===== src/sv/thp_pkg.sv =====
// Package with shared types, constants and register indexes for the sensor compensation.
`default_nettype none
package thp_pkg;

    localparam int RAW_T_W   = 20;
    localparam int RAW_P_W   = 20;
    localparam int RAW_H_W   = 16;
    localparam int IN_DATA_W = 56;
    localparam int OUT_DATA_W = 88;
    localparam int CFG_DATA_W = 64;
    localparam int CFG_IDX_W  = 3;
    localparam int FIFO_DEPTH = 2;

    localparam logic [CFG_IDX_W-1:0] CFG_TEMP_TRIM    = 3'd0;
    localparam logic [CFG_IDX_W-1:0] CFG_PRESS_TRIM_A = 3'd1;
    localparam logic [CFG_IDX_W-1:0] CFG_PRESS_TRIM_B = 3'd2;
    localparam logic [CFG_IDX_W-1:0] CFG_PRESS_TRIM_C = 3'd3;
    localparam logic [CFG_IDX_W-1:0] CFG_HUM_TRIM     = 3'd4;

    localparam logic [31:0] K_P_OFFSET   = 32'd64000;
    localparam logic [31:0] K_P_BASE     = 32'd1048576;
    localparam logic [31:0] K_P_SCALE    = 32'd3125;
    localparam logic [31:0] K_P_ONE      = 32'd32768;
    localparam logic [31:0] K_H_OFFSET   = 32'd76800;
    localparam logic [31:0] K_H_ROUND    = 32'd16384;
    localparam logic [31:0] K_H_ONE      = 32'd32768;
    localparam logic [31:0] K_H_BIAS     = 32'd2097152;
    localparam logic [31:0] K_H_ROUND2   = 32'd8192;
    localparam logic [31:0] K_H_MAX      = 32'd419430400;
    localparam logic [31:0] K_P_MAX      = 32'd1048575;

    // Trimming words as held in the configuration registers.
    typedef struct packed {
        logic [47:0] temp_trim;
        logic [63:0] press_trim_a;
        logic [63:0] press_trim_b;
        logic [15:0] press_trim_c;
        logic [63:0] hum_trim;
    } trim_t;

    // One raw measurement set.
    typedef struct packed {
        logic [RAW_H_W-1:0] raw_humidity;
        logic [RAW_P_W-1:0] raw_pressure;
        logic [RAW_T_W-1:0] raw_temperature;
    } raw_t;

    // One compensated result.
    typedef struct packed {
        logic [16:0] humidity_q22_10;
        logic        pressure_valid;
        logic [19:0] pressure_pa;
        logic [15:0] temperature_centi;
        logic [31:0] fine_temperature;
    } result_t;

    // Handshake between the sequencer and the divider.
    typedef struct packed {
        logic        start;
        logic [31:0] dividend;
        logic [31:0] divisor;
    } div_req_t;

    typedef struct packed {
        logic        done;
        logic [31:0] quotient;
    } div_rsp_t;

    typedef enum logic [4:0] {
        S_IDLE, S_T0, S_T1, S_T2,
        S_P0, S_P1, S_P2, S_P3, S_P4, S_P5, S_P6,
        S_H0, S_H1, S_H2, S_H3, S_H4, S_H5, S_H6, S_H7,
        S_WDIV, S_Q0, S_Q1, S_Q2, S_DONE
    } seq_state_t;

endpackage
`default_nettype wire


===== src/sv/thp_front.sv =====
// Input side: accepts measurement beats into a short queue for the sequencer.
`default_nettype none
module thp_front #(
    parameter int DEPTH = thp_pkg::FIFO_DEPTH
) (
    input  wire logic                           clk,
    input  wire logic                           rst_n,
    input  wire logic                           s_tvalid,
    output logic                                s_tready,
    input  wire logic [thp_pkg::IN_DATA_W-1:0]  s_tdata,
    output logic                                item_valid,
    output thp_pkg::raw_t                       item,
    input  wire logic                           item_pop
);
    localparam int PW = (DEPTH > 1) ? $clog2(DEPTH) : 1;
    localparam int CW = $clog2(DEPTH + 1);

    thp_pkg::raw_t     mem_reg [DEPTH];
    logic [PW-1:0]     wr_ptr_reg, wr_ptr_next;
    logic [PW-1:0]     rd_ptr_reg, rd_ptr_next;
    logic [CW-1:0]     count_reg, count_next;
    logic              push, pop;

    assign s_tready   = (count_reg != CW'(DEPTH));
    assign item_valid = (count_reg != '0);
    assign item       = mem_reg[rd_ptr_reg];
    assign push       = s_tvalid && s_tready;
    assign pop        = item_pop && item_valid;

    // Pointer and fill-level arithmetic.
    always_comb
    begin
        wr_ptr_next = wr_ptr_reg;
        rd_ptr_next = rd_ptr_reg;
        if (push)
        begin
            wr_ptr_next = (wr_ptr_reg == PW'(DEPTH - 1)) ? '0 : wr_ptr_reg + 1'b1;
        end
        if (pop)
        begin
            rd_ptr_next = (rd_ptr_reg == PW'(DEPTH - 1)) ? '0 : rd_ptr_reg + 1'b1;
        end
        count_next = count_reg + CW'(push) - CW'(pop);
    end

    always_ff @(posedge clk or negedge rst_n)
    begin
        if (!rst_n)
        begin
            wr_ptr_reg <= '0;
            rd_ptr_reg <= '0;
            count_reg  <= '0;
        end
        else
        begin
            wr_ptr_reg <= wr_ptr_next;
            rd_ptr_reg <= rd_ptr_next;
            count_reg  <= count_next;
        end
    end

    // Queue storage holds payload only.
    always_ff @(posedge clk)
    begin
        if (push)
        begin
            mem_reg[wr_ptr_reg] <= thp_pkg::raw_t'(s_tdata);
        end
    end
endmodule
`default_nettype wire


===== src/sv/thp_div.sv =====
// Iterative unsigned 32-bit divider, two quotient bits per cycle.
`default_nettype none
module thp_div (
    input  wire logic              clk,
    input  wire logic              rst_n,
    input  wire thp_pkg::div_req_t req,
    output thp_pkg::div_rsp_t      rsp
);
    logic [32:0] rem_reg, rem_next;
    logic [31:0] quo_reg, quo_next;
    logic [31:0] den_reg;
    logic [3:0]  cnt_reg;
    logic        busy_reg, done_reg;

    assign rsp.done     = done_reg;
    assign rsp.quotient = quo_reg;

    // Two restoring steps per cycle.
    always_comb
    begin
        rem_next = rem_reg;
        quo_next = quo_reg;
        for (int i = 0; i < 2; i++)
        begin
            rem_next = {rem_next[31:0], quo_next[31]};
            quo_next = {quo_next[30:0], 1'b0};
            if (rem_next >= {1'b0, den_reg})
            begin
                rem_next    = rem_next - {1'b0, den_reg};
                quo_next[0] = 1'b1;
            end
        end
    end

    always_ff @(posedge clk or negedge rst_n)
    begin
        if (!rst_n)
        begin
            busy_reg <= 1'b0;
            done_reg <= 1'b0;
            cnt_reg  <= '0;
        end
        else if (req.start)
        begin
            busy_reg <= 1'b1;
            done_reg <= 1'b0;
            cnt_reg  <= '0;
        end
        else if (busy_reg)
        begin
            cnt_reg <= cnt_reg + 1'b1;
            if (cnt_reg == 4'hF)
            begin
                busy_reg <= 1'b0;
                done_reg <= 1'b1;
            end
        end
    end

    always_ff @(posedge clk)
    begin
        if (req.start)
        begin
            rem_reg <= '0;
            quo_reg <= req.dividend;
            den_reg <= req.divisor;
        end
        else if (busy_reg)
        begin
            rem_reg <= rem_next;
            quo_reg <= quo_next;
        end
    end
endmodule
`default_nettype wire


===== src/sv/thp_back.sv =====
// Compensation sequencer: one shared multiplier stepped through the integer formulas.
`default_nettype none
module thp_back (
    input  wire logic               clk,
    input  wire logic               rst_n,
    input  wire thp_pkg::trim_t     trim,
    input  wire logic               item_valid,
    input  wire thp_pkg::raw_t      item,
    output logic                    item_pop,
    output thp_pkg::div_req_t       div_req,
    input  wire thp_pkg::div_rsp_t  div_rsp,
    output logic                    res_valid,
    output thp_pkg::result_t        res,
    input  wire logic               res_ready
);
    function automatic logic [31:0] asr(input logic [31:0] x, input int n);
        return 32'($signed(x) >>> n);
    endfunction

    function automatic logic [31:0] sx(input logic [15:0] x);
        return {{16{x[15]}}, x};
    endfunction

    thp_pkg::seq_state_t state_reg, state_next;

    logic [31:0] t1, t2, t3, p1, p2, p3, p4, p5, p6, p7, p8, p9;
    logic [31:0] h1, h2, h3, h4, h5, h6;
    logic [31:0] adc_t_reg, adc_p_reg, adc_h_reg;
    logic [31:0] tv1_reg, rdd_reg, fine_reg, pv1_reg, q_reg, acc_reg, pv2_reg;
    logic [31:0] tmp_reg, den_reg, hv1_reg, hq_reg, ha_reg, hb_reg, hd_reg, hv_reg;
    logic [31:0] p_reg, pa_reg;
    logic        dbl_reg;
    logic [16:0] hum_reg;
    logic [19:0] pres_reg;
    logic        pvalid_reg;
    logic [31:0] mul_a, mul_b, prod;
    logic [31:0] pv1, hv1, num, hfin, pfin;
    logic [34:0] tsum, tshift;
    logic [15:0] tcenti;
    logic        out_free;
    logic        res_valid_reg;
    thp_pkg::result_t res_reg;

    // Trim fields, widened to 32-bit words.
    assign t1 = {16'b0, trim.temp_trim[15:0]};
    assign t2 = sx(trim.temp_trim[31:16]);
    assign t3 = sx(trim.temp_trim[47:32]);
    assign p1 = {16'b0, trim.press_trim_a[15:0]};
    assign p2 = sx(trim.press_trim_a[31:16]);
    assign p3 = sx(trim.press_trim_a[47:32]);
    assign p4 = sx(trim.press_trim_a[63:48]);
    assign p5 = sx(trim.press_trim_b[15:0]);
    assign p6 = sx(trim.press_trim_b[31:16]);
    assign p7 = sx(trim.press_trim_b[47:32]);
    assign p8 = sx(trim.press_trim_b[63:48]);
    assign p9 = sx(trim.press_trim_c);
    assign h1 = {24'b0, trim.hum_trim[7:0]};
    assign h2 = sx(trim.hum_trim[23:8]);
    assign h3 = {24'b0, trim.hum_trim[31:24]};
    assign h4 = {{20{trim.hum_trim[43]}}, trim.hum_trim[43:32]};
    assign h5 = {{20{trim.hum_trim[55]}}, trim.hum_trim[55:44]};
    assign h6 = {{24{trim.hum_trim[63]}}, trim.hum_trim[63:56]};

    assign out_free  = !res_valid_reg || res_ready;
    assign res_valid = res_valid_reg;
    assign res       = res_reg;

    // Shared datapath terms.
    assign pv1  = asr(fine_reg, 1) - thp_pkg::K_P_OFFSET;
    assign hv1  = fine_reg - thp_pkg::K_H_OFFSET;
    assign prod = mul_a * mul_b;
    assign num  = prod;
    assign hfin = hv_reg - asr(prod, 4);
    assign pfin = p_reg + asr(pa_reg + asr(prod, 13) + p7, 4);

    // Temperature in hundredths: floor((fine * 5 + 128) / 256), saturated.
    assign tsum   = ({{3{fine_reg[31]}}, fine_reg} <<< 2) + {{3{fine_reg[31]}}, fine_reg}
                    + 35'd128;
    assign tshift = 35'($signed(tsum) >>> 8);
    always_comb
    begin
        if ($signed(tshift) > 35'sd32767)
        begin
            tcenti = 16'h7FFF;
        end
        else if ($signed(tshift) < -35'sd32768)
        begin
            tcenti = 16'h8000;
        end
        else
        begin
            tcenti = tshift[15:0];
        end
    end

    // Next state.
    always_comb
    begin
        state_next = state_reg;
        case (state_reg)
            thp_pkg::S_IDLE: if (item_valid) state_next = thp_pkg::S_T0;
            thp_pkg::S_T0:   state_next = thp_pkg::S_T1;
            thp_pkg::S_T1:   state_next = thp_pkg::S_T2;
            thp_pkg::S_T2:   state_next = thp_pkg::S_P0;
            thp_pkg::S_P0:   state_next = thp_pkg::S_P1;
            thp_pkg::S_P1:   state_next = thp_pkg::S_P2;
            thp_pkg::S_P2:   state_next = thp_pkg::S_P3;
            thp_pkg::S_P3:   state_next = thp_pkg::S_P4;
            thp_pkg::S_P4:   state_next = thp_pkg::S_P5;
            thp_pkg::S_P5:   state_next = thp_pkg::S_P6;
            thp_pkg::S_P6:   state_next = thp_pkg::S_H0;
            thp_pkg::S_H0:   state_next = thp_pkg::S_H1;
            thp_pkg::S_H1:   state_next = thp_pkg::S_H2;
            thp_pkg::S_H2:   state_next = thp_pkg::S_H3;
            thp_pkg::S_H3:   state_next = thp_pkg::S_H4;
            thp_pkg::S_H4:   state_next = thp_pkg::S_H5;
            thp_pkg::S_H5:   state_next = thp_pkg::S_H6;
            thp_pkg::S_H6:   state_next = thp_pkg::S_H7;
            thp_pkg::S_H7:
                state_next = (den_reg == '0) ? thp_pkg::S_DONE : thp_pkg::S_WDIV;
            thp_pkg::S_WDIV: if (div_rsp.done) state_next = thp_pkg::S_Q0;
            thp_pkg::S_Q0:   state_next = thp_pkg::S_Q1;
            thp_pkg::S_Q1:   state_next = thp_pkg::S_Q2;
            thp_pkg::S_Q2:   state_next = thp_pkg::S_DONE;
            thp_pkg::S_DONE: if (out_free) state_next = thp_pkg::S_IDLE;
            default:         state_next = thp_pkg::S_IDLE;
        endcase
    end

    // Multiplier operands and handshake outputs per state.
    always_comb
    begin
        mul_a            = '0;
        mul_b            = '0;
        item_pop         = 1'b0;
        div_req.start    = 1'b0;
        div_req.dividend = num[31] ? num : {num[30:0], 1'b0};
        div_req.divisor  = den_reg;
        case (state_reg)
            thp_pkg::S_IDLE: item_pop = item_valid;
            thp_pkg::S_T0:
            begin
                mul_a = (adc_t_reg >> 3) - (t1 << 1);
                mul_b = t2;
            end
            thp_pkg::S_T1:
            begin
                mul_a = (adc_t_reg >> 4) - t1;
                mul_b = (adc_t_reg >> 4) - t1;
            end
            thp_pkg::S_T2:
            begin
                mul_a = rdd_reg;
                mul_b = t3;
            end
            thp_pkg::S_P0:
            begin
                mul_a = asr(pv1, 2);
                mul_b = asr(pv1, 2);
            end
            thp_pkg::S_P1:
            begin
                mul_a = asr(q_reg, 11);
                mul_b = p6;
            end
            thp_pkg::S_P2:
            begin
                mul_a = pv1_reg;
                mul_b = p5;
            end
            thp_pkg::S_P3:
            begin
                mul_a = p3;
                mul_b = asr(q_reg, 13);
            end
            thp_pkg::S_P4:
            begin
                mul_a = p2;
                mul_b = pv1_reg;
            end
            thp_pkg::S_P5:
            begin
                mul_a = thp_pkg::K_P_ONE + tmp_reg;
                mul_b = p1;
            end
            thp_pkg::S_P6:
            begin
                mul_a         = (thp_pkg::K_P_BASE - adc_p_reg) - asr(pv2_reg, 12);
                mul_b         = thp_pkg::K_P_SCALE;
                div_req.start = (den_reg != '0);
            end
            thp_pkg::S_H0:
            begin
                mul_a = h5;
                mul_b = hv1;
            end
            thp_pkg::S_H1:
            begin
                mul_a = hv1_reg;
                mul_b = h6;
            end
            thp_pkg::S_H2:
            begin
                mul_a = hv1_reg;
                mul_b = h3;
            end
            thp_pkg::S_H3:
            begin
                mul_a = ha_reg;
                mul_b = hb_reg;
            end
            thp_pkg::S_H4:
            begin
                mul_a = hd_reg;
                mul_b = h2;
            end
            thp_pkg::S_H5:
            begin
                mul_a = hq_reg;
                mul_b = hd_reg;
            end
            thp_pkg::S_H6:
            begin
                mul_a = asr(hv_reg, 15);
                mul_b = asr(hv_reg, 15);
            end
            thp_pkg::S_H7:
            begin
                mul_a = ha_reg;
                mul_b = h1;
            end
            thp_pkg::S_Q0:
            begin
                mul_a = p_reg >> 3;
                mul_b = p_reg >> 3;
            end
            thp_pkg::S_Q1:
            begin
                mul_a = p9;
                mul_b = tmp_reg;
            end
            thp_pkg::S_Q2:
            begin
                mul_a = p_reg >> 2;
                mul_b = p8;
            end
            default:
            begin
                mul_a = '0;
            end
        endcase
    end

    always_ff @(posedge clk or negedge rst_n)
    begin
        if (!rst_n)
        begin
            state_reg     <= thp_pkg::S_IDLE;
            res_valid_reg <= 1'b0;
        end
        else
        begin
            state_reg <= state_next;
            if (state_reg == thp_pkg::S_DONE && out_free)
            begin
                res_valid_reg <= 1'b1;
            end
            else if (res_ready)
            begin
                res_valid_reg <= 1'b0;
            end
        end
    end

    // Datapath registers, one multiplication result captured per step.
    always_ff @(posedge clk)
    begin
        case (state_reg)
            thp_pkg::S_IDLE:
            begin
                adc_t_reg <= {12'b0, item.raw_temperature};
                adc_p_reg <= {12'b0, item.raw_pressure};
                adc_h_reg <= {16'b0, item.raw_humidity};
            end
            thp_pkg::S_T0: tv1_reg  <= asr(prod, 11);
            thp_pkg::S_T1: rdd_reg  <= asr(prod, 12);
            thp_pkg::S_T2: fine_reg <= tv1_reg + asr(prod, 14);
            thp_pkg::S_P0:
            begin
                pv1_reg <= pv1;
                q_reg   <= prod;
            end
            thp_pkg::S_P1: acc_reg <= prod;
            thp_pkg::S_P2: pv2_reg <= asr(acc_reg + (prod << 1), 2) + (p4 << 16);
            thp_pkg::S_P3: tmp_reg <= asr(prod, 3);
            thp_pkg::S_P4: tmp_reg <= asr(tmp_reg + asr(prod, 1), 18);
            thp_pkg::S_P5: den_reg <= asr(prod, 15);
            thp_pkg::S_P6: dbl_reg <= num[31];
            thp_pkg::S_H0:
            begin
                hv1_reg <= hv1;
                hq_reg  <= asr(((adc_h_reg << 14) - (h4 << 20) - prod)
                               + thp_pkg::K_H_ROUND, 15);
            end
            thp_pkg::S_H1: ha_reg <= asr(prod, 10);
            thp_pkg::S_H2: hb_reg <= asr(prod, 11) + thp_pkg::K_H_ONE;
            thp_pkg::S_H3: hd_reg <= asr(prod, 10) + thp_pkg::K_H_BIAS;
            thp_pkg::S_H4: hd_reg <= asr(prod + thp_pkg::K_H_ROUND2, 14);
            thp_pkg::S_H5: hv_reg <= prod;
            thp_pkg::S_H6: ha_reg <= asr(prod, 7);
            thp_pkg::S_H7:
            begin
                // Clamp to 0..419430400 before scaling down.
                if (hfin[31])
                begin
                    hum_reg <= '0;
                end
                else if (hfin > thp_pkg::K_H_MAX)
                begin
                    hum_reg <= 17'(thp_pkg::K_H_MAX >> 12);
                end
                else
                begin
                    hum_reg <= hfin[28:12];
                end
                pres_reg   <= '0;
                pvalid_reg <= 1'b0;
            end
            thp_pkg::S_WDIV:
            begin
                p_reg <= dbl_reg ? {div_rsp.quotient[30:0], 1'b0} : div_rsp.quotient;
            end
            thp_pkg::S_Q0: tmp_reg <= prod >> 13;
            thp_pkg::S_Q1: pa_reg  <= asr(prod, 12);
            thp_pkg::S_Q2:
            begin
                if (pfin[31])
                begin
                    pres_reg <= '0;
                end
                else if (pfin > thp_pkg::K_P_MAX)
                begin
                    pres_reg <= 20'hFFFFF;
                end
                else
                begin
                    pres_reg <= pfin[19:0];
                end
                pvalid_reg <= 1'b1;
            end
            thp_pkg::S_DONE:
            begin
                if (out_free)
                begin
                    res_reg.fine_temperature  <= fine_reg;
                    res_reg.temperature_centi <= tcenti;
                    res_reg.pressure_pa       <= pres_reg;
                    res_reg.pressure_valid    <= pvalid_reg;
                    res_reg.humidity_q22_10   <= hum_reg;
                end
            end
            default:
            begin
                tmp_reg <= tmp_reg;
            end
        endcase
    end
endmodule
`default_nettype wire


===== src/sv/thp_sensor_compensation_top.sv =====
// Each accepted input beat passes the shared multiplier sequencer, and the divider as well
// unless the pressure divisor is zero and the division and pressure refinement are skipped.
// Sets are handled one at a time: the next set leaves the queue only once the previous
// result is in the output register; the divider runs alongside the humidity steps.
// A two-entry input queue and an output register let both sides stall independently.
// Reset (rst_n, asynchronous, active low) empties the queue and clears all trims to zero.
`default_nettype none
module thp_sensor_compensation_top #(
    parameter int FIFO_DEPTH = thp_pkg::FIFO_DEPTH
) (
    input  wire logic                            clk,
    input  wire logic                            rst_n,
    input  wire logic                            s_tvalid,
    output logic                                 s_tready,
    // raw_temperature [19:0], raw_pressure [39:20], raw_humidity [55:40]
    input  wire logic [thp_pkg::IN_DATA_W-1:0]   s_tdata,
    output logic                                 m_tvalid,
    input  wire logic                            m_tready,
    // fine_temperature [31:0], temperature_centi [47:32], pressure_pa [67:48],
    // humidity_q22_10 [84:68], zero fill [87:85]
    output logic [thp_pkg::OUT_DATA_W-1:0]       m_tdata,
    // pressure_valid [0]
    output logic                                 m_tuser,
    input  wire logic                            cfg_we,
    input  wire logic [thp_pkg::CFG_IDX_W-1:0]   cfg_index,
    input  wire logic [thp_pkg::CFG_DATA_W-1:0]  cfg_data
);
    thp_pkg::trim_t    trim_reg;
    thp_pkg::raw_t     item;
    logic              item_valid, item_pop;
    thp_pkg::div_req_t div_req;
    thp_pkg::div_rsp_t div_rsp;
    thp_pkg::result_t  res;

    // Trim registers; unknown indexes are ignored.
    always_ff @(posedge clk or negedge rst_n)
    begin
        if (!rst_n)
        begin
            trim_reg <= '0;
        end
        else if (cfg_we)
        begin
            case (cfg_index)
                thp_pkg::CFG_TEMP_TRIM:    trim_reg.temp_trim    <= cfg_data[47:0];
                thp_pkg::CFG_PRESS_TRIM_A: trim_reg.press_trim_a <= cfg_data;
                thp_pkg::CFG_PRESS_TRIM_B: trim_reg.press_trim_b <= cfg_data;
                thp_pkg::CFG_PRESS_TRIM_C: trim_reg.press_trim_c <= cfg_data[15:0];
                thp_pkg::CFG_HUM_TRIM:     trim_reg.hum_trim     <= cfg_data;
                default:                   trim_reg              <= trim_reg;
            endcase
        end
    end

    thp_front #(.DEPTH(FIFO_DEPTH)) u_front (
        .clk        (clk),
        .rst_n      (rst_n),
        .s_tvalid   (s_tvalid),
        .s_tready   (s_tready),
        .s_tdata    (s_tdata),
        .item_valid (item_valid),
        .item       (item),
        .item_pop   (item_pop)
    );

    thp_div u_div (
        .clk   (clk),
        .rst_n (rst_n),
        .req   (div_req),
        .rsp   (div_rsp)
    );

    thp_back u_back (
        .clk        (clk),
        .rst_n      (rst_n),
        .trim       (trim_reg),
        .item_valid (item_valid),
        .item       (item),
        .item_pop   (item_pop),
        .div_req    (div_req),
        .div_rsp    (div_rsp),
        .res_valid  (m_tvalid),
        .res        (res),
        .res_ready  (m_tready)
    );

    // Result beat packing.
    assign m_tdata = {3'b000, res.humidity_q22_10, res.pressure_pa,
                      res.temperature_centi, res.fine_temperature};
    assign m_tuser = res.pressure_valid;
endmodule
`default_nettype wire


===== config.mk =====
export PLATFORM = sky130hd
export DESIGN_NAME = thp_sensor_compensation_top
export DESIGN_NICKNAME = d
export VERILOG_FILES = /design/src/sv/thp_pkg.sv /design/src/sv/thp_front.sv /design/src/sv/thp_div.sv /design/src/sv/thp_back.sv /design/src/sv/thp_sensor_compensation_top.sv
export SDC_FILE = /design/constraint.sdc
export NUM_CORES = 2
export LEC_CHECK = 0
export ABC_AREA = 1
export BUFFER_PORTS_ARGS = -buffer_cell sky130_fd_sc_hd__buf_2
export CELL_PAD_IN_SITES_DETAIL_PLACEMENT = 0
export CELL_PAD_IN_SITES_GLOBAL_PLACEMENT = 1
export CORE_UTILIZATION = 51
export DETAILED_ROUTE_END_ITERATION = 6
export PLACE_DENSITY = 0.95
export SETUP_SLACK_MARGIN = 0.1
export SLEW_MARGIN = 20
export SYNTH_ARGS = -nofsm -noshare
export SYNTH_HDL_FRONTEND = slang
export SYNTH_SLANG_ARGS = --single-unit

===== constraint.sdc =====
create_clock -name clk -period 32.8 [get_ports clk]
set_input_delay 3.28 -clock clk [delete_from_list [all_inputs] [get_ports clk]]
set_output_delay 3.28 -clock clk [all_outputs]
set_load 0.01 [all_outputs]

==> results by group <==
Run status
  – Status: finished, final reports clean

Place
  – Port Buffers: 212
  – Gpl congestion: 1.032
  – Placed Area: 81310 um2
  – Hpwl dp: 219800 um

Setup path
  – Bufs and invs on worst path: 13
  – Critical Path Sink Type: flop
  – Slowest stage delay, CP: 0.99 ns
  – Slowest CP cell: nor3_1
  – Worst Path Arrival: 18.94 ns
  – Crit path kind: flop to flop
  – Reg2Reg Depth: 64
  – FF-to-FF setup slack: 14.38 ns
  – Top cell family by delay on the critical path: simple AND/OR/NAND/NOR gates
  – Crit Path Max Fanout: 21
  – Reg-to-reg critical path endpoint: u_back.pres_reg[6]
  – Cell mode on critical path: inv_1
  – CP startpoint kind: flop
  – Crit path required time: 33.32 ns
  – Reg2Reg Launch Point: u_back.state_reg[0]

Clocking
  – Post-CTS Setup Bufs: 0
  – Clk root buf: clkbuf_16
  – CTS Buf Count: 111
  – Hold_buf cts: 0
  – Clock-pin slew on the worst setup and hold paths: 0.06 ns
  – Clk buf depth: 3
  – Sink Count: 1033
  – TritonCTS clock tree: yes
  – Skew-Pair Late Insertion Delay: 0.81 ns
  – H-tree depth: 3
  – CTS resizes: 0

Job
  – Max-Cap Viols: 0

Route
  – Drt wl/cell: 25.18 um
  – Starting DRT DRC Count: 8407
  – Via density: 5.846
  – Drt first pass iters: 7
  – Via total after detailed routing: 67.48k
  – DRC viols: 0
  – Post-DRT Antenna Nets: 0
  – Post-Route WL: 290700 um

Floorplan
  – Core Area: 150500 um2
  – DIE AREA: 153700 um2
  – IO Pins: 219
  – Height of the chip: 392.1 um
  – Die width: 392.1 um
  – # rows: 142
  – Starting Density: 0.5156

Logic synthesis
  – FF+latch count, synth: 1033
  – Post-synth ARST share: 0.2633
  – Synth warnings: 0
  – Distinct cells, synth: 73
  – Top FF cell, synth: edfxtp_1
  – Post-Syn Instances: 9218
  – Netlist Area Pre-Place: 77590 um2
  – Avg Cell Area, Syn: 8.417 um2
  – Seq/Total Area, Yosys: 0.3781
  – Post-synth EDFFs: 729

STA
  – Setup Total Neg Slack: 0 ns
  – Fmax: 0.05429 GHz
  – Final setup viols: 0
  – Worst slew pin tran: 1.298 ns
  – Final clock skew: 0.1256 ns
  – Final hold vios: 0
  – Slew Viols, Final: 0
  – Unrepaired setup endpoints after global routing: no
  – Crit share post-route: 0.5616
  – Min Tclk post-route: 18.42 ns
  – Rel. slew slack: 0.1281
  – Hold slack: 0.3575 ns

Finish
  – Share of layout cells above drive strength 1: 0.08118
  – Filler Cells Inserted: 13.46k
  – Cell area after layout: 85330 um2
  – Final core occ: 0.5670
  – Final nets: 10.50k
  – P&R area growth vs syn: 9.969%
  – Most frequent cells in the layout: 2405 x nand2_1, 1439 x inv_1, 729 x edfxtp_1
  – Commonest non-fill, non-tap cell in the layout: nand2_1
  – Number of flip-flops in the largest register: 256

Global routing
  – Total congestion overflow: 0
  – Largest net degree at the start of global routing: 97
  – Vias in the first global route: 64.03k
  – Total GRT Usage: 0.3780
  – Initial antenna violation count: 16
  – First-pass GRT wire length: 422200 um

Worst hold path
  – Hold-critical path depth: 0
  – Hold Path End: u_back.res[84]
  – HP Class: flop to flop
  – Hold path start: u_back.hum_reg[15]
==> worst max path at each step <==
stage,from,end,slack [ns],cells past startpoint
6_report,u_back.state_reg[0],u_back.pres_reg[6],14.38,64
5_1_grt,u_back.adc_p_reg[0],u_back.pres_reg[3],13.16,79
4_1_cts,u_back.adc_p_reg[0],u_back.pres_reg[1],14.39,80
3_5_place_dp,u_back.adc_p_reg[0],u_back.pres_reg[6],14.46,80
3_3_place_gp,u_back.adc_p_reg[0],u_back.pres_reg[9],14.74,80
2_1_floorplan,u_back.adc_p_reg[0],u_back.pres_reg[0],18.17,80
==> worst register-to-register path, delay by kind of cell (launching register included) <==
kind,cells,cell delay (ns)
simple gates,20,5.65
fa+ha+maj,12,5.19
compound gates,17,4.10
buf+inv,13,1.87
xor+xnor,2,0.90
flops,1,0.50
==> Yosys cell counts (17+ instances only) <==
cell type / count / share of area
mux2_2: 53 / 0.0077
o21ai_1: 23 / 0.0015
inv_1: 1440 / 0.070
nor2_2: 25 / 0.0020
nor4_1: 22 / 0.0018
o21ai_0: 598 / 0.039
ha_1: 519 / 0.084
nor3_1: 79 / 0.0051
o21bai_1: 17 / 0.0016
o221ai_1: 26 / 0.0029
nand2_1: 2407 / 0.12
dfrtp_1: 272 / 0.088
or2_2: 38 / 0.0031
a31oi_1: 23 / 0.0019
buf_4: 23 / 0.0022
clkbuf_1: 178 / 0.0086
xor2_1: 192 / 0.022
a21o_1: 30 / 0.0029
a21oi_1: 435 / 0.028
inv_2: 26 / 0.0013
nand2_2: 22 / 0.0018
nand4_1: 128 / 0.010
nor2_1: 625 / 0.030
fa_1: 428 / 0.11
buf_2: 49 / 0.0032
a211oi_1: 26 / 0.0025
nand3_1: 411 / 0.027
xnor2_1: 113 / 0.013
edfxtp_1: 729 / 0.28
nand3b_1: 43 / 0.0042
dfxtp_1: 32 / 0.0083
==> layer usage <==
layer  global-route usage  wire length [um]
met1               0.5081            114600
met2               0.5516            121700
met3              0.09259             32750
met4               0.2266             21530
met5                    0                56
==> metrics by stage <==
step	cells	setup slack, ns
finish	11543	14.38
floorplan	9220	18.17
global placement	11327	14.74
detailed placement	11327	14.46
global route	11539	13.16
CTS	11537	14.39
==> cells by family after synthesis <==
family / Yosys count / share of synthesized area
AOI/OAI and AO/OA: 1299 / 0.09238
xor gates and xnor gates: 306 / 0.03464
adders and majority gates: 947 / 0.1941
buffers and inverters: 1739 / 0.08663
DFF: 1033 / 0.3781
muxes: 53 / 0.007692
other: 1 / 0.00004833
and+or+nand+nor: 3840 / 0.2064
==> layout make-up <==
cell class	count	area, um2	area share
multi-input cells	6448	41770	0.4896
clock inverters	75	974.7	0.01142
well taps	2016	2522	0.02956
inverters	1474	5534	0.06486
repair buffers	357	2160	0.02531
clock buffers	135	3012	0.03530
diodes	5	12.51	0.0001466
flip-flops and latches	1033	29340	0.3439
Power is left out: the tool's default activity adds up to more than one toggle a clock period on the data nets, which glitch-free logic cannot reach.
